===== src/rtl/dttn_pkg.sv =====
// Types and constants shared by the decimal text parser.
// No dependencies.
package dttn_pkg;

  localparam int unsigned MANT_W = 48;
  localparam int unsigned FRAC_W = 6;

  localparam logic [7:0] CH_NUL   = 8'h00;
  localparam logic [7:0] CH_ZERO  = 8'h30;
  localparam logic [7:0] CH_NINE  = 8'h39;
  localparam logic [7:0] CH_POINT = 8'h2E;
  localparam logic [7:0] CH_MINUS = 8'h2D;
  localparam logic [7:0] CH_PLUS  = 8'h2B;
  localparam logic [7:0] CH_COMMA = 8'h2C;
  localparam logic [7:0] CH_SPACE = 8'h20;
  localparam logic [7:0] CH_TAB   = 8'h09;
  localparam logic [7:0] CH_UC_A  = 8'h41;
  localparam logic [7:0] CH_UC_Z  = 8'h5A;
  localparam logic [7:0] CH_LC_A  = 8'h61;
  localparam logic [7:0] CH_LC_Z  = 8'h7A;

  typedef enum logic [2:0] {
    PH_SPACE  = 3'd0,
    PH_SIGNED = 3'd1,
    PH_LOOK   = 3'd2,
    PH_BODY   = 3'd3,
    PH_DONE   = 3'd4
  } phase_e;

  typedef enum logic [1:0] {
    ST_OK        = 2'd0,
    ST_MALFORMED = 2'd1,
    ST_OVERFLOW  = 2'd2
  } status_e;

  typedef struct packed {
    logic [7:0] ch;
    logic       last;
  } in_beat_t;

  typedef struct packed {
    logic              negative;
    logic [MANT_W-1:0] magnitude;
    logic [FRAC_W-1:0] fraction_digits;
    status_e           status;
  } out_beat_t;

  typedef struct packed {
    phase_e            phase;
    logic [1:0]        look_step;
    logic              scan_open;
    logic              parse_open;
    logic [1:0]        sign_tally;
    logic              digit_seen;
    logic              letter_seen;
    logic              point_seen;
    logic [MANT_W-1:0] mant;
    logic [FRAC_W-1:0] frac_cnt;
    logic              minus_seen;
    logic              bad_form;
    logic              too_big;
  } parse_st_t;

  localparam parse_st_t PARSE_ST_RESET = '{
    phase:       PH_SPACE,
    look_step:   2'd0,
    scan_open:   1'b1,
    parse_open:  1'b1,
    sign_tally:  2'd0,
    digit_seen:  1'b0,
    letter_seen: 1'b0,
    point_seen:  1'b0,
    mant:        '0,
    frac_cnt:    '0,
    minus_seen:  1'b0,
    bad_form:    1'b0,
    too_big:     1'b0
  };

endpackage


===== src/rtl/dttn_step.sv =====
// Next-state and result logic for one character of the decimal text parser.
// Depends on dttn_pkg.
module dttn_step (
  input  dttn_pkg::in_beat_t  beat_i,
  input  dttn_pkg::parse_st_t st_i,
  output dttn_pkg::parse_st_t st_o,
  output dttn_pkg::out_beat_t res_o
);
  import dttn_pkg::*;

  logic [7:0]        c;
  logic              is_digit;
  logic              is_sign;
  logic              is_letter;
  logic              is_blank;
  logic [3:0]        dig;
  logic [MANT_W+3:0] prod;
  logic              run_val;
  logic              run_gat;
  logic              finish;
  parse_st_t         n;

  assign c         = beat_i.ch;
  assign is_digit  = (c >= CH_ZERO) && (c <= CH_NINE);
  assign is_sign   = (c == CH_MINUS) || (c == CH_PLUS);
  assign is_letter = ((c >= CH_UC_A) && (c <= CH_UC_Z)) || ((c >= CH_LC_A) && (c <= CH_LC_Z));
  assign is_blank  = (c == CH_SPACE) || (c == CH_TAB);
  assign dig       = 4'(c - CH_ZERO);
  // x*10 + d in four extra bits, compared against the saturation limit
  assign prod      = ({4'b0, st_i.mant} << 3) + ({4'b0, st_i.mant} << 1)
                   + {{MANT_W{1'b0}}, dig};

  always_comb begin
    n       = st_i;
    run_val = 1'b0;
    run_gat = 1'b0;
    finish  = 1'b0;

    if (st_i.phase != PH_DONE) begin
      if (c == CH_NUL) begin
        finish = 1'b1;
      end else begin
        finish = beat_i.last;
        case (st_i.phase)
          PH_SPACE: begin
            if (!is_blank) begin
              run_val = 1'b1;
              if (is_sign) begin
                n.minus_seen = (c == CH_MINUS);
                n.phase      = PH_SIGNED;
              end else begin
                run_gat = 1'b1;
                if (is_digit) begin
                  n.phase     = PH_LOOK;
                  n.look_step = 2'd1;
                end else begin
                  n.bad_form = 1'b1;
                  n.phase    = PH_BODY;
                end
              end
            end
          end
          PH_SIGNED: begin
            run_val = 1'b1;
            run_gat = 1'b1;
            if (!is_digit) n.bad_form = 1'b1;
            n.phase = PH_BODY;
          end
          PH_LOOK: begin
            run_val = 1'b1;
            run_gat = 1'b1;
            if (st_i.look_step == 2'd1) begin
              if (c == CH_POINT) begin
                n.look_step = 2'd2;
              end else begin
                if (!is_digit && c != CH_COMMA && c != CH_SPACE) n.bad_form = 1'b1;
                n.phase     = PH_BODY;
                n.look_step = 2'd0;
              end
            end else begin
              if (!is_digit) n.bad_form = 1'b1;
              n.phase     = PH_BODY;
              n.look_step = 2'd0;
            end
          end
          default: begin
            run_val = 1'b1;
            run_gat = 1'b1;
          end
        endcase

        if (run_val && st_i.scan_open) begin
          if (is_sign) begin
            if (st_i.sign_tally != 2'd2) n.sign_tally = st_i.sign_tally + 2'd1;
          end else if (is_digit) begin
            n.digit_seen = 1'b1;
          end else if (c == CH_POINT) begin
            n.scan_open = 1'b1;
          end else if (is_letter) begin
            n.letter_seen = 1'b1;
          end else begin
            n.scan_open = 1'b0;
          end
        end

        if (run_gat && st_i.parse_open) begin
          if (is_digit) begin
            if (prod > {4'b0, {MANT_W{1'b1}}}) begin
              n.mant    = '1;
              n.too_big = 1'b1;
            end else begin
              n.mant = prod[MANT_W-1:0];
            end
            if (st_i.point_seen) begin
              if (st_i.frac_cnt == {FRAC_W{1'b1}}) n.too_big  = 1'b1;
              else                                 n.frac_cnt = st_i.frac_cnt + FRAC_W'(1);
            end
          end else if (c == CH_POINT && !st_i.point_seen) begin
            n.point_seen = 1'b1;
          end else begin
            n.parse_open = 1'b0;
          end
        end
      end

      if (finish) begin
        if (n.phase == PH_SPACE || n.phase == PH_SIGNED ||
            (n.phase == PH_LOOK && n.look_step == 2'd2)) begin
          n.bad_form = 1'b1;
        end
        if (!n.digit_seen || n.sign_tally > 2'd1 || n.letter_seen) n.bad_form = 1'b1;
        n.phase = PH_DONE;
      end
    end

    if (n.bad_form) begin
      res_o.negative        = 1'b0;
      res_o.magnitude       = '0;
      res_o.fraction_digits = '0;
      res_o.status          = ST_MALFORMED;
    end else begin
      res_o.negative        = n.minus_seen;
      res_o.magnitude       = n.mant;
      res_o.fraction_digits = n.frac_cnt;
      res_o.status          = n.too_big ? ST_OVERFLOW : ST_OK;
    end

    st_o = beat_i.last ? PARSE_ST_RESET : n;
  end

endmodule


===== src/rtl/decimal_text_to_number.sv =====
// Top level of the decimal text parser: input register, parse state, result register.
// Depends on dttn_pkg and dttn_step.
//
// Takes one ASCII character per beat, the beat with last set closing the text, and
// gives one result beat per text: sign, 48-bit decimal mantissa, digits after the
// point and a status (valid, malformed, overflow). A character beat may enter every
// cycle unless in_stall_o is set; a result loads as its last beat advances. The only
// loop is the parse state register, updated by one multiply-by-ten accumulate per
// character. A last beat waits only while an earlier result is held by out_stall_i.
module decimal_text_to_number (
  input  logic                clk_i,
  input  logic                rst_ni,
  input  logic                in_valid_i,
  output logic                in_stall_o,
  input  dttn_pkg::in_beat_t  in_beat_i,
  output logic                out_valid_o,
  input  logic                out_stall_i,
  output dttn_pkg::out_beat_t out_beat_o
);
  import dttn_pkg::*;

  in_beat_t  item_q;
  logic      item_vld_q;
  parse_st_t st_q;
  parse_st_t st_d;
  out_beat_t res_d;
  out_beat_t res_q;
  logic      res_vld_q;
  logic      advance;

  assign advance    = item_vld_q && !(item_q.last && res_vld_q && out_stall_i);
  assign in_stall_o = item_vld_q && !advance;

  dttn_step u_step (
    .beat_i (item_q),
    .st_i   (st_q),
    .st_o   (st_d),
    .res_o  (res_d)
  );

  always_ff @(posedge clk_i or negedge rst_ni) begin
    if (!rst_ni) begin
      item_vld_q <= 1'b0;
      st_q       <= PARSE_ST_RESET;
      res_vld_q  <= 1'b0;
    end else begin
      if (in_valid_i && !in_stall_o) begin
        item_vld_q <= 1'b1;
      end else if (advance) begin
        item_vld_q <= 1'b0;
      end
      if (advance) begin
        st_q <= st_d;
      end
      if (advance && item_q.last) begin
        res_vld_q <= 1'b1;
      end else if (!out_stall_i) begin
        res_vld_q <= 1'b0;
      end
    end
  end

  always_ff @(posedge clk_i) begin
    if (in_valid_i && !in_stall_o) begin
      item_q <= in_beat_i;
    end
    if (advance && item_q.last) begin
      res_q <= res_d;
    end
  end

  assign out_valid_o = res_vld_q;
  assign out_beat_o  = res_q;

  a_res_from_last: assert property (@(posedge clk_i) disable iff (!rst_ni)
    $rose(res_vld_q) |-> $past(item_vld_q && item_q.last))
    else $error("result beat without a last character");

  a_malformed_zero: assert property (@(posedge clk_i) disable iff (!rst_ni)
    (out_valid_o && out_beat_o.status == ST_MALFORMED) |->
      (out_beat_o.magnitude == '0 && !out_beat_o.negative &&
       out_beat_o.fraction_digits == '0))
    else $error("malformed result carries a value");

  a_state_cleared: assert property (@(posedge clk_i) disable iff (!rst_ni)
    (advance && item_q.last) |=> (st_q == PARSE_ST_RESET))
    else $error("parse state not cleared after last character");

endmodule

===== config.mk =====
export PLATFORM = sky130hd
export DESIGN_NAME = decimal_text_to_number
export DESIGN_NICKNAME = d
export VERILOG_FILES = /design/src/rtl/dttn_pkg.sv /design/src/rtl/dttn_step.sv /design/src/rtl/decimal_text_to_number.sv
export SDC_FILE = /design/constraint.sdc
export NUM_CORES = 1
export LEC_CHECK = 0
export BUFFER_PORTS_ARGS = -buffer_cell sky130_fd_sc_hd__buf_2
export CORE_AREA = 2 2 143 145
export DETAILED_ROUTE_END_ITERATION = 8
export DIE_AREA = 0 0 145 147
export PLACE_DENSITY = 0.76
export RECOVER_POWER = 25
export SLEW_MARGIN = 20
export SYNTH_ARGS = -nofsm -noshare
export SYNTH_HDL_FRONTEND = slang
export SYNTH_SLANG_ARGS = --single-unit

===== constraint.sdc =====
create_clock -name clk_i -period 4.05 [get_ports clk_i]
set_input_delay 0.405 -clock clk_i [delete_from_list [all_inputs] [get_ports clk_i]]
set_output_delay 0.405 -clock clk_i [all_outputs]
set_load 0.05 [all_outputs]

=== After elaboration in Yosys (flattened, before gate mapping) ===
Index checks and enable logic that the tools add are counted.

* Flip-flop bits (word level): 137
* Bits of input ports: 13
* Output and inout bits: 59
* Word-level logic and storage cells: 167

* Add/subtract/negate cells: 5
* Magnitude comparators: 8
* Equal/unequal tests: 22
* Multiplexer cells: 71
* Reduce and logical (&&, ||, !) cells: 40

{| class="wikitable"
|+ Operator list
! operator !! number
|-
| $mux W69 || 4
|-
| $mux W55 || 1
|-
| $mux W54 || 1
|-
| $add A51 B49 Y52 || 1
|-
| $add A52 B4 Y52 || 1
|-
| $gt A52 B48 Y1 const B || 1
|-
| $mux W48 || 1
|-
| $mux W1 || 45
|-
| $eq A8 B6 Y1 const B || 4
|-
| $mux W2 || 9
|-
| $ge A8 B7 Y1 const B || 2
|-
| $le A8 B7 Y1 const B || 2
|-
| $ne A8 B6 Y1 const B || 2
|-
| $logic_and A1 B1 Y1 || 15
|-
| $mux W6 || 2
|-
| $reduce_and A6 Y1 || 2
|-
| $mux W5 || 2
|-
| $ne A2 B2 Y1 const B || 5
|-
| $reduce_bool A2 Y1 || 5
|-
| $pmux W3 S3 || 1
|-
| $eq A8 B4 Y1 const B || 1
|-
| $ge A8 B6 Y1 const B || 1
|-
| $le A8 B6 Y1 const B || 1
|-
| $logic_not A8 Y1 || 1
|-
| other kinds (20) || 36
|}

=== Logic depth before layout (Yosys ltp) ===
Gate-level depths: netlist of the first run.

* Depth after elaboration: 19
* Depth in mapped cells: 14
* Mapped depth without buffers: 12

=== Modules after synthesis ===
From an unflattened synthesis of the first run, not the netlist that was laid out.

* Cells, all modules: 1,303
* Area, all modules: 11,375.9 sq um

{| class="wikitable"
|+ Modules (own cells, without submodules)
! module !! times used !! cells each !! area each (sq um) !! seq. area each (sq um)
|-
| decimal_text_to_number || 1 || 468 || 5,711.7 || 3,761.1
|-
| dttn_step || 1 || 835 || 5,664.2 || 0.0
|}

=== Worst setup path before layout of the first run ===
Ideal clock, no wire load.

* Kind: register to register
* Start: reg item_q[4] in the netlist's numbering
* End: reg res_q (netlist bit out_beat_o[29]) (data pin)
* Library setup time: 0.258 ns
* Arrival: 3.742 ns
* Data required time: 3.792 ns
* Slack: 0.050 ns
* Cell stages (with the launch flop): 13
* Path buffers: 1
* Period minus slack after synthesis: 4.000 ns
* Cells stage by stage: edfxtp_1 -> fa_1 -> fa_1 -> a211oi_1 -> o211ai_1 -> a21oi_1 -> a21oi_1 -> a211o_1 -> a211o_1 -> a32oi_1 -> nand3_1 -> buf_2 -> o221a_2

* Longest elaborated chain between the ends: 16
* Elaborated cells on any way between the ends: 83
* Those cells by class: add/sub: 2; order compare: 8; eq/ne: 10; mux: 44; reduce/logical: 19

{| class="wikitable"
|+ RTL lines
! item !! RTL line !! source
|-
| from (decl) || decimal_text_to_number.sv:22 || <nowiki>in_beat_t item_q;</nowiki>
|-
| from (signal assigned) || decimal_text_to_number.sv:65 || <nowiki>item_q <= in_beat_i;</nowiki>
|-
| branches (longest 15 deep; another with $add A52 B4 Y52) || -- ||
|-
| $mux W69 * || dttn_step.sv:39 || <nowiki>if (st_i.phase != PH_DONE) begin</nowiki>
|-
| to (signal assigned) || decimal_text_to_number.sv:68 || <nowiki>res_q <= res_d;</nowiki>
|-
| to (decl) || decimal_text_to_number.sv:27 || <nowiki>out_beat_t res_q;</nowiki>
|}

Every way passes the cells marked *. The select of a mux whose other input is x is not followed.
A chain may end at the register's enable or synchronous reset.

=== Final worst setup path of the first run ===
* Start: reg item_q[3] in the netlist's numbering
* End: reg st_q[11] in the netlist's numbering

* Longest elaborated chain between the ends: 13
* Elaborated cells on any way between the ends: 26
* Those cells by class: add/sub: 2; order compare: 3; eq/ne: 4; mux: 12; reduce/logical: 5

{| class="wikitable"
|+ RTL lines
! item !! RTL line !! source
|-
| branches (longest 9 deep; another with $add A52 B4 Y52) || -- ||
|-
| $mux W69 * || dttn_step.sv:40 || <nowiki>if (c == CH_NUL) begin</nowiki>
|-
| $mux W69 * (2 in series) || dttn_step.sv:39 ||
|-
| $mux W69 * || dttn_step.sv:148 || <nowiki>st_o = beat_i.last ? PARSE_ST_RESET : n;</nowiki>
|-
| to (signal assigned) || decimal_text_to_number.sv:53 || <nowiki>st_q <= st_d;</nowiki>
|-
| to (decl) || decimal_text_to_number.sv:24 || <nowiki>parse_st_t st_q;</nowiki>
|}

Marked as above.

==> flow_summary_export.csv, run 1 <==
group,metric,value,unit
worst_hold_path,min-delay-start,"in_beat_i[1]",
timing,rsz0062_at_grt,"true",
die,die_y,147,µm
cells_and_area,drive_above_1_share,13.62,%
worst_setup_path,ff2ff_path_depth,17,
routing,routed-via-count,8498,
synth,synth_seq_cells,137,
die,num_io_pins,72,
placed_design,dp_cells,1319,
synth,synth_edf_count,66,
worst_setup_path,reg2reg_slack,0.08,ns
cts,cts_root_buf,"clkbuf_16",
power,vdd_drop_max,0.3046,mV
global_route,track_usage,24.06,%
cts,clockBufferDepth,2,
worst_setup_path,reg2reg_from,"item_q[3]",
cells_and_area,final_common_cell,"ha_1",
timing,period_needed,3.965,ns
worst_setup_path,cp_cell_sequence,"ha_1 > ha_2 > fa_2 > a211oi_2 > o211ai_1 > buf_4 > a211o_1 > and3b_1 > a31oi_2 > buf_4 > o31a_1 > o41ai_4 > buf_4 > a21oi_4 > buf_6 > buf_12 > a221o_1",
worst_setup_path,reg2reg_to,"st_q[11]",
cells_and_area,mostFrequentLayoutCells,"96 x ha_1, 82 x nor2_1, 82 x o21ai_0",
timing,max_slew_margin,3.635,%
synth,ys.flop_type,"dfrtp_1",
placed_design,place_ws,0.09827,ns
timing,setup_tns,0,ns
die,rows,52,
routing,viasPerCell,6.230,
synth,syn-cell-area,9751,µm²
power,finalPower,3.367,mW
global_route,grt_max_degree,49,
cells_and_area,fin_area,11230,µm²
synth,yosysSeqAreaShare,38.57,%
cts,clk-insertion-delay-late,0.43,ns
worst_hold_path,hold_end,"item_q[1]",
worst_setup_path,crit_buf_inv,5,
placed_design,io_buffers,71,
timing,slew_violations,0,
worst_setup_path,critical_path.endpoint_type,"register",
worst_setup_path,crit_family,"compound AO/OA/AOI/OAI gates",
synth,synth_cells,999,
die,die-area,21320,µm²
job,maxCapViolCount,0,
worst_setup_path,crit_top_cell,"buf_4",
global_route,gr-total-overflow,0,
routing,dr.pass1.iters,6,
timing,final.setup_skew,0.009021,ns
worst_setup_path,critPathMaxFanout,12,
placed_design,place_area,10460,µm²
cells_and_area,area_growth,15.13,%
timing,timing.fmax,252.2,MHz
timing,timing.final.crit_share,97.90,%
cells_and_area,multi_input_area,5665,µm²
placed_design,hpwl,18240,µm
worst_setup_path,critPathKind,"reg -> reg",
worst_setup_path,crit_slowest_cell,"edfxtp_1",
cts,clkTransAtPathRegs,0.06,ns
global_route,grt_pass1_vias,8224,
synth,postSynthAreaPerCell,9.760,µm²
cts,cts_num_sinks,137,
timing,setup_ws,0.08492,ns
synth,synth_fp_nets,1111,
cells_and_area,regArea,3761,µm²
synth,yosys_warnings,0,
worst_hold_path,min_path_cells,1,
routing,post_drt_wl_per_cell,19.18,µm
synth,synth-async-reset-ratio,51.82,%
timing,finalSetupViolCount,0,
cells_and_area,num-fill-cells,1747,
routing,routed_wl,26170,µm
die,dieWidth,145,µm
power,power_leakage,5.190,nW
cts,cts_tree,"yes",
worst_setup_path,start_kind,"register",
routing,antenna_left,0,
worst_setup_path,critPathMaxStageDelay,0.43,ns
cells_and_area,num-nets-final,1193,
worst_setup_path,worst_ep_arrival_time,4.33,ns
timing,hold_viol,0,
synth,yosysUniqueCellTypes,80,
worst_hold_path,hp-class,"in -> reg",
die,core_area,19840,µm²
placed_design,place.gp.congestion,0.9468,
power,power_density,300.0,nW/µm²
routing,drc,0,
status,outcome,"finished clean",
cells_and_area,final_cells,1364,
die,initial_utilization,49.14,%
timing,worstMarginPinSlew,1.445,ns
cts,cts_max_level,4,
cts,cts-buffers-inserted,17,
global_route,grt_pass1_wl,41770,µm
cells_and_area,diodes,0,
routing,dr.first_iter.drc_count,872,
global_route,grt_antenna_before_repair,0,
worst_setup_path,cp.required,4.42,ns
## worst max path at each step
stage	startpoint	to	depth (start not counted)
floorplan	item_q[4]	out_beat_o[29]	12
global placement	item_q[4]	out_beat_o[52]	12
detailed placement	item_q[4]	out_beat_o[35]	12
CTS	item_q[4]	out_beat_o[34]	12
global route	item_q[3]	st_q[11]	17
finish	item_q[3]	st_q[11]	17
## cell usage after synthesis, drive strengths merged (4+ instances only)
cell type    number  share of area, %
xor2             25               2.2
nand4            18               1.2
and2             11              0.71
mux2i             4              0.41
dlygate4sd1       5              0.45
a211oi            8              0.67
and4              4              0.36
a221o            18               1.8
or2               4              0.26
o21ai            85               4.4
nor4              6              0.39
a211o            35               3.1
o221a            11               1.3
nand2            64               2.5
edfxtp           66                20
a21o             25               1.9
inv              13              0.50
nand2b           10              0.64
clkbuf           33               1.3
a31oi            45               3.0
nor2b             4              0.26
o21a             10              0.77
dfrtp            69                18
o31a              6              0.54
and3              9              0.58
ha               97                12
nor3             11              0.68
xnor2            23               2.1
o211ai            7              0.54
o31ai             5              0.39
buf              22               2.0
a21oi            74               3.8
nand3            25               1.3
nor2             82               3.2
## logic make-up after synthesis
group | Yosys count | synth area share, %
compound gates | 374 | 26.31
xor+xnor | 48 | 4.312
fa+ha+maj | 99 | 12.86
buf+inv | 75 | 4.376
flops | 137 | 38.57
mux | 4 | 0.4106
simple gates | 262 | 13.17
## power breakdown
group	leakage, nW	internal, mW	switching, mW	total [mW]
registers	1.63	1.50	0.0317	1.53
logic	3.29	0.0669	0.212	0.279
clock network	0.265	0.911	0.642	1.55
## registers in the layout, summed over array words and instances, names as in the netlist
name         flops
item_vld_q       1
out_valid_o      1
out_beat_o      57
st_q            69
item_q           9
## worst reg2reg max path, stage by stage (launching register included)
cell,delay (ns)
edfxtp_1,0.43
ha_1,0.33
ha_2,0.21
fa_2,0.41
a211oi_2,0.25
o211ai_1,0.15
buf_4,0.16
a211o_1,0.32
and3b_1,0.20
a31oi_2,0.20
buf_4,0.15
o31a_1,0.16
o41ai_4,0.10
buf_4,0.18
a21oi_4,0.20
buf_6,0.18
buf_12,0.15
a221o_1,0.13
## cell type report
type / count / share of cell area [%]
well taps: 270 / 3.009
clock buffers: 19 / 3.856
clock inverters: 13 / 1.315
multi-input cells: 787 / 50.47
repair buffers: 124 / 7.378
inverters: 14 / 0.4681
flip-flops and latches: 137 / 33.50
## routing by layer
| metal | share of wire [%] | track usage (%) |
|---|---|---|
| met3 | 5.5 | 4.130 |
| met4 | 2.1 | 8.366 |
| met5 | 0 | 0 |
| met2 | 48 | 40.05 |
| met1 | 45 | 31.90 |
## through the flow
step           hold WS (ns)  util, %
2_1_floorplan        0.1094        -
3_3_place_gp         0.4325    52.72
3_5_place_dp         0.4357    52.72
4_1_cts              0.1355    55.70
5_1_grt              0.1316    56.57
6_report             0.1442    56.57
## repair_timing
action	in CTS	in global routing
hold buffers	1	0
setup buffers	0	7
setup endpoints to repair	0	97
gates resized for setup	0	16
endpoints found under the hold margin	23	0
Note: power is estimated with default switching activity, not from simulation.
==> inputs of run 2 (changes only) <==
--- a/config.mk
+++ b/config.mk
@@ -5,10 +5,11 @@
 export SDC_FILE = /design/constraint.sdc
 export NUM_CORES = 1
 export LEC_CHECK = 0
+export ABC_AREA = 1
 export BUFFER_PORTS_ARGS = -buffer_cell sky130_fd_sc_hd__buf_2
-export CORE_AREA = 2 2 143 145
+export CORE_AREA = 2 2 154 156
 export DETAILED_ROUTE_END_ITERATION = 8
-export DIE_AREA = 0 0 145 147
+export DIE_AREA = 0 0 156 158
 export PLACE_DENSITY = 0.76
 export RECOVER_POWER = 25
 export SLEW_MARGIN = 20
==> run 2 against run 1 <==
Effect of this change: the flow now finishes with violations (capacitance limit, slew limit); global-route usage is 3.4 points higher; critical path type unchanged; hold slack improved by 0.017 ns; non-clock buffer count fell by 41; critical path depth unchanged.
==> flow_summary_export.csv, run 2 <==
group,metric,value,unit
synth,postSynthAreaPerCell,6.912,µm²
timing,period_needed,3.593,ns
routing,routed_wl,32880,µm
die,initial_utilization,49.44,%
placed_design,hpwl,25180,µm
cts,cts-buffers-inserted,17,
synth,yosysMostFrequentCell,"nand2_1",
synth,synth_cells,1649,
routing,drc,0,
timing,finalSetupViolCount,0,
cts,cts_tree,"yes",
cells_and_area,top_register,"st_q",
die,die_y,158,µm
placed_design,dp_cells,1986,
synth,muxShareOfSynthArea,0,%
power,power_leakage,7.081,nW
cts,cts_max_level,4,
synth,synthXorXnorAreaFrac,2.613,%
routing,dr.pass1.iters,5,
cells_and_area,drive_above_1_share,11.81,%
routing,post_drt_wl_per_cell,16.29,µm
timing,slew_violations,72,
cells_and_area,num-nets-final,1827,
worst_setup_path,crit_family,"simple AND/OR/NAND/NOR gates",
timing,hold_viol,0,
timing,timing.fmax,278.3,MHz
cts,cts_num_sinks,137,
synth,yosysSeqAreaShare,33.00,%
worst_setup_path,crit_slowest_cell,"fa_1",
routing,dr.first_iter.drc_count,613,
worst_setup_path,critPathKind,"reg -> reg",
synth,synth_top_family_by_area,"simple AND/OR/NAND/NOR gates",
worst_setup_path,start_kind,"register",
global_route,grt_pass1_wl,52750,µm
cells_and_area,diodes,0,
global_route,grt_pass1_vias,10140,
routing,viasPerCell,5.252,
die,dieWidth,156,µm
timing,timing.final.crit_share,88.71,%
synth,yosysUniqueCellTypes,48,
worst_setup_path,cp_cell_sequence,"fa_1 > fa_1 > nand2_1 > nand2_1 > nand3_1 > nand2_1 > nand2_1 > nand2_2 > nand2_1 > nand3_1 > nand2_1 > nand2_1 > nor2_4 > buf_4 > nand4_1 > nand2_1 > nor2_1",
power,vdd_drop_max,0.2017,mV
cts,cts_root_buf,"clkbuf_16",
synth,syn-cell-area,11400,µm²
synth,synth_edf_count,66,
status,outcome,"complete, but fails checks",
global_route,gr-total-overflow,0,
synth,synthTopCellsByCount,"590 x nand2_1, 228 x inv_1, 140 x nor2_1",
worst_setup_path,worst_ep_arrival_time,3.77,ns
worst_setup_path,cp.required,4.23,ns
global_route,grt_antenna_before_repair,1,
routing,antenna_left,0,
synth,synth_compound_area_share,7.289,%
status,violations,"capacitance limit, slew limit",
worst_setup_path,critical_path.endpoint_type,"register",
routing,routed-via-count,10600,
synth,synth_top_area_share,19.43,%
synth,yosys.area_share.simple,36.36,%
synth,yosys_warnings,0,
worst_setup_path,crit_buf_inv,1,
cells_and_area,largest_reg_flops,69,
synth,ys.flop_type,"dfrtp_1",
synth,yosys.area.top_type,"nand2_1",
power,finalPower,3.925,mW
worst_setup_path,critPathMaxStageDelay,0.57,ns
timing,final.setup_skew,0.01806,ns
synth,synth-async-reset-ratio,51.82,%
timing,worstMarginPinSlew,2.000,ns
job,maxCapViolCount,1,
placed_design,io_buffers,71,
cells_and_area,final_common_cell,"nand2_1",
cells_and_area,mostFrequentLayoutCells,"589 x nand2_1, 227 x inv_1, 139 x nor2_1",
cts,clk-insertion-delay-late,0.43,ns
die,rows,56,
timing,rsz0062_at_grt,"false",
cts,clkTransAtPathRegs,0.06,ns
synth,synth_seq_cells,137,
worst_hold_path,hp-class,"in -> reg",
cells_and_area,area_growth,10.90,%
die,num_io_pins,72,
cts,post_cts_resized,0,
synth,synthAdderAreaFrac,11.00,%
cts,cts_setup_buffers,0,
synth,synth_fp_nets,1761,
synth,ys_top_cells_by_area,"nand2_1 19%, edfxtp_1 17%, dfrtp_1 15%",
cts,cts_hold_buf,0,
worst_setup_path,critPathMaxFanout,16,
cts,clockBufferDepth,2,
power,power_density,310.5,nW/µm²
global_route,track_usage,27.47,%
cells_and_area,final_cells,2018,
global_route,grt_max_degree,72,
worst_setup_path,crit_top_cell,"nand2_1",
placed_design,place.gp.congestion,0.9464,
die,core_area,23050,µm²
timing,setup_tns,0,ns
timing,max_slew_margin,-33.34,%
die,die-area,24650,µm²
==> run 2: changes by cell type after synthesis, moves of 43 or more <==
cell,before,now
nand3_1,25,85
nor2_1,82,140
nand2_1,64,590
inv_1,13,228
a31oi_1,44,1
o21ai_0,83,36
==> run 2: cell families (layout without fill, tap and decap cells) <==
| family | Yosys count | after routing |
|---|---|---|
| adders and majority gates | 99 | 99 |
| AOI/OAI and AO/OA | 144 | 144 |
| xor gates and xnor gates | 34 | 34 |
| DFF | 137 | 137 |
| and+or+nand+nor | 959 | 959 |
| buffers and inverters | 276 | 355 |
==> run 2: routing by layer <==
metal	track usage, %	routed length, µm	vias up
met5	0	0	-
met4	12.15	1391	0
met3	3.860	1725	74
met2	45.47	15210	310
met1	35.95	14560	4845
li1	-	-	5370
==> run 2: path summary, 6_finish.rpt <==
| check | startpoint | to | slack [ns] | cells past startpoint |
|---|---|---|---|---|
| max in group asynchronous | rst_ni | st_q[23] | 2.32 | 1 |
| setup / recovery | item_q[4] | out_beat_o[24] | 0.46 | 17 |
| hold / removal | in_beat_i[0] | item_q[0] | 0.16 | 1 |
| setup reg to reg | item_q[4] | out_beat_o[24] | 0.46 | 17 |
| hold reg to reg | st_q[58] | st_q[58] | 0.52 | 1 |
| min in group asynchronous | rst_ni | st_q[45] | 0.53 | 1 |
==> run 2: worst register-to-register path, cell delays in order, from the launching register on <==
cell	delay (ns)
edfxtp_1	0.49
fa_1	0.57
fa_1	0.48
nand2_1	0.08
nand2_1	0.08
nand3_1	0.09
nand2_1	0.08
nand2_1	0.09
nand2_2	0.09
nand2_1	0.09
nand3_1	0.08
nand2_1	0.07
nand2_1	0.08
nor2_4	0.27
buf_4	0.31
nand4_1	0.24
nand2_1	0.12
nor2_1	0.05
==> run 2: cell type report <==
class                           instances  area [µm²]
Clock inverter                         14       195.2
Inverter                              240       900.9
Multi-Input combinational cell       1236        6536
Tap cell                              290       362.8
Clock buffer                           18       429.2
Sequential cell                       137        3761
Timing Repair Buffer                   83       454.2
Fill cell                            2233       10410
==> run 2: power breakdown <==
group / switching (mW) / total (mW) / internal, mW / leakage (nW)
clock: 0.676 / 1.71 / 1.04 / 0.300
sequential: 0.0595 / 1.59 / 1.53 / 1.61
combinational: 0.457 / 0.619 / 0.162 / 5.17
total: 1.19 / 3.92 / 2.73 / 7.08
==> run 2: metrics by stage <==
stage	hold WS, ns	cell area, µm²	utilization [%]	setup WS (ns)
2_1_floorplan	0.1094	11400	-	1.008
3_3_place_gp	0.5013	12020	52.15	0.5601
3_5_place_dp	0.5059	12020	52.15	0.5139
4_1_cts	0.1456	12650	54.86	0.5054
5_1_grt	0.1486	12640	54.83	0.2153
6_report	0.1614	12640	54.83	0.4572
==> inputs of run 3 (changes only) <==
--- a/config.mk
+++ b/config.mk
@@ -7,12 +7,13 @@
 export LEC_CHECK = 0
 export ABC_AREA = 1
 export BUFFER_PORTS_ARGS = -buffer_cell sky130_fd_sc_hd__buf_2
-export CORE_AREA = 2 2 154 156
+export CORE_AREA = 2 2 156 158
 export DETAILED_ROUTE_END_ITERATION = 8
-export DIE_AREA = 0 0 156 158
+export DIE_AREA = 0 0 158 160
 export PLACE_DENSITY = 0.76
 export RECOVER_POWER = 25
 export SLEW_MARGIN = 20
 export SYNTH_ARGS = -nofsm -noshare
 export SYNTH_HDL_FRONTEND = slang
+export SYNTH_HIERARCHICAL = 1
 export SYNTH_SLANG_ARGS = --single-unit
==> run 3 against run 2 <==
Effect of this change: the flow still finishes with violations (capacitance limit, slew limit); maximum frequency fell by 1.7%; critical endpoint is now st_q[39]; die area rose by 2.6%; non-clock buffer count rose by 5.
==> flow_summary_export.csv, run 3 <==
group,metric,value,unit
status,outcome,"complete, but fails checks",
status,violations,"capacitance limit, slew limit",
placed_design,dp_cells,2103,
cells_and_area,mostFrequentLayoutCells,"581 x nand2_1, 234 x nor2_1, 217 x inv_1",
routing,dr.pass1.iters,5,
cells_and_area,largest_reg_flops,69,
cells_and_area,area_growth,9.862,%
synth,ys.flop_type,"dfrtp_1",
cts,post_cts_resized,0,
cells_and_area,final_common_cell,"nand2_1",
global_route,grt_max_degree,72,
power,vdd_drop_max,0.1905,mV
die,die-area,25280,µm²
cts,clk-insertion-delay-late,0.44,ns
placed_design,hpwl,25380,µm
worst_hold_path,hp-class,"in -> reg",
worst_setup_path,reg2reg_to,"st_q[39]",
routing,dr.first_iter.drc_count,763,
die,core_area,23820,µm²
cts,clkTransAtPathRegs,0.06,ns
timing,timing.final.crit_share,90.28,%
worst_setup_path,critPathMaxFanout,26,
placed_design,io_buffers,71,
cells_and_area,final_cells,2135,
global_route,grt_pass1_wl,55900,µm
job,maxCapViolCount,2,
die,rows,57,
power,power_leakage,6.894,nW
timing,rsz0062_at_grt,"false",
worst_setup_path,crit_buf_inv,1,
global_route,track_usage,27.65,%
global_route,grt_antenna_before_repair,0,
die,initial_utilization,49.11,%
cts,cts-buffers-inserted,17,
synth,yosysUniqueCellTypes,42,
synth,postSynthAreaPerCell,6.700,µm²
cells_and_area,num-nets-final,1910,
synth,yosysMostFrequentCell,"nand2_1",
timing,setup_tns,0,ns
worst_setup_path,start_kind,"register",
cells_and_area,top_register,"st_q",
cts,cts_setup_buffers,0,
worst_setup_path,crit_slowest_cell,"fa_1",
cts,cts_max_level,4,
timing,final.setup_skew,0.01741,ns
synth,synth_fp_nets,1858,
worst_setup_path,cp.required,4.36,ns
synth,synth_cells,1746,
timing,period_needed,3.656,ns
routing,antenna_left,0,
worst_setup_path,ff2ff_path_depth,19,
power,power_density,286.2,nW/µm²
timing,timing.fmax,273.5,MHz
cells_and_area,diodes,0,
placed_design,place.gp.congestion,0.9717,
worst_setup_path,reg2reg_from,"item_q[4]",
global_route,grt_pass1_vias,11250,
cts,cts_root_buf,"clkbuf_16",
synth,synth_top_area_share,18.64,%
die,dieWidth,158,µm
cts,cts_hold_buf,0,
worst_setup_path,worst_ep_arrival_time,3.97,ns
timing,max_slew_margin,-56.66,%
routing,routed_wl,34230,µm
timing,finalSetupViolCount,0,
cts,cts_num_sinks,137,
worst_hold_path,min_path_cells,1,
synth,yosys.area.top_type,"nand2_1",
cts,cts_tree,"yes",
synth,synth_seq_cells,137,
synth,yosysSeqAreaShare,32.15,%
routing,post_drt_wl_per_cell,16.03,µm
global_route,gr-total-overflow,0,
synth,synth_edf_count,66,
synth,yosys_warnings,6,
worst_setup_path,critPathMaxStageDelay,0.56,ns
worst_setup_path,crit_top_cell,"nand2_1",
synth,synthTopCellsByCount,"581 x nand2_1, 234 x nor2_1, 218 x inv_1",
die,num_io_pins,72,
timing,worstMarginPinSlew,2.350,ns
routing,drc,0,
synth,synth-async-reset-ratio,51.82,%
worst_hold_path,hold_end,"item_q[2]",
die,die_y,160,µm
routing,routed-via-count,11430,
cells_and_area,drive_above_1_share,9.056,%
worst_setup_path,critical_path.endpoint_type,"register",
worst_hold_path,min-delay-start,"in_beat_i[2]",
worst_setup_path,crit_family,"simple AND/OR/NAND/NOR gates",
worst_setup_path,reg2reg_slack,0.39,ns
timing,slew_violations,75,
routing,viasPerCell,5.354,
worst_setup_path,cp_cell_sequence,"fa_1 > fa_1 > nand2_1 > nand2_1 > nand3_1 > nand2_1 > nand2_1 > nand2_2 > nand2_1 > nand3_1 > nand2_1 > nand2_1 > nor2_4 > buf_4 > nand4_1 > nand2_1 > nor2_1 > nand3_1 > nand2_1",
synth,ys_top_cells_by_area,"nand2_1 19%, edfxtp_1 17%, dfrtp_1 15%",
worst_setup_path,critPathKind,"reg -> reg",
timing,hold_viol,0,
cts,clockBufferDepth,2,
synth,syn-cell-area,11700,µm²
run 3: cell count changes after synthesis, sizes merged, moves of 3 or more:
cell and change:
nor3 +10, nor4 +3, nand2 -34, o21ai -7
a21boi -9, or2 +23, inv -21, xnor2 -4
nand3 +25, xor2 +3, buf +17, nor2 +75
nand4 +25
run 3: worst max-delay path by stage:
stage / from / endpoint / cells past startpoint
3_3_place_gp: item_q[4] / out_beat_o[1] / 19
3_5_place_dp: item_q[4] / st_q[39] / 19
4_1_cts: item_q[4] / st_q[39] / 19
6_report: item_q[4] / st_q[39] / 19
2_1_floorplan: item_q[4] / out_beat_o[42] / 18
5_1_grt: item_q[4] / st_q[40] / 19
run 3: layer usage:
metal	up-vias	GRT usage [%]	wire, µm
met5	-	0	0
met4	0	9.500	923
met3	66	3.338	1767
met2	367	47.19	16570
met1	5323	36.09	14970
li1	5675	-	-
run 3: worst register-to-register path, stage by stage, from the launching register on:
cell and delay (ns):
edfxtp_1 0.46, fa_1 0.56, fa_1 0.51, nand2_1 0.10, nand2_1 0.08, nand3_1 0.10, nand2_1 0.13, nand2_1 0.12
nand2_2 0.14, nand2_1 0.12, nand3_1 0.11, nand2_1 0.07, nand2_1 0.08, nor2_4 0.09, buf_4 0.31, nand4_1 0.18
nand2_1 0.11, nor2_1 0.04, nand3_1 0.16, nand2_1 0.08
run 3: final cells by class:
cell class | instances | area (µm²)
Clock buffer | 19 | 464.2
Timing Repair Buffer | 88 | 471.7
Tap cell | 324 | 405.4
Sequential cell | 137 | 3762
Inverter | 219 | 822.0
Multi-Input combinational cell | 1335 | 6819
Clock inverter | 13 | 106.4
Fill cell | 2389 | 10970
run 3: logic make-up (layout without fill, tap and decap cells):
family | count (synthesis) | in the layout | synth area share (%)
AO/OA/AOI/OAI | 120 | 120 | 5.701
XOR/XNOR | 33 | 33 | 2.471
adder cells (fa/ha/maj) | 99 | 99 | 10.72
buffers and inverters | 274 | 339 | 9.702
flip-flops | 137 | 137 | 32.15
AND/OR/NAND/NOR | 1083 | 1083 | 39.26
run 3: report_power, final:
part	total, mW	switching [mW]	internal, mW
sequential	1.57	0.0420	1.52
clock	1.54	0.693	0.851
combinational	0.568	0.424	0.144
total	3.68	1.16	2.52
run 3: stage by stage:
step           worst slack, ns  area (µm²)  power, mW  util [%]  hold WS, ns
2_1_floorplan            1.046       11700      2.019         -       0.1094
3_3_place_gp            0.5778       12290      2.144     51.60       0.4488
3_5_place_dp            0.4949       12290      2.158     51.60       0.4522
4_1_cts                 0.4757       12860      3.697     54.00       0.1383
5_1_grt                 0.1343       12850      3.809     53.95       0.1342
6_report                0.3935       12850      3.678     53.95       0.1424
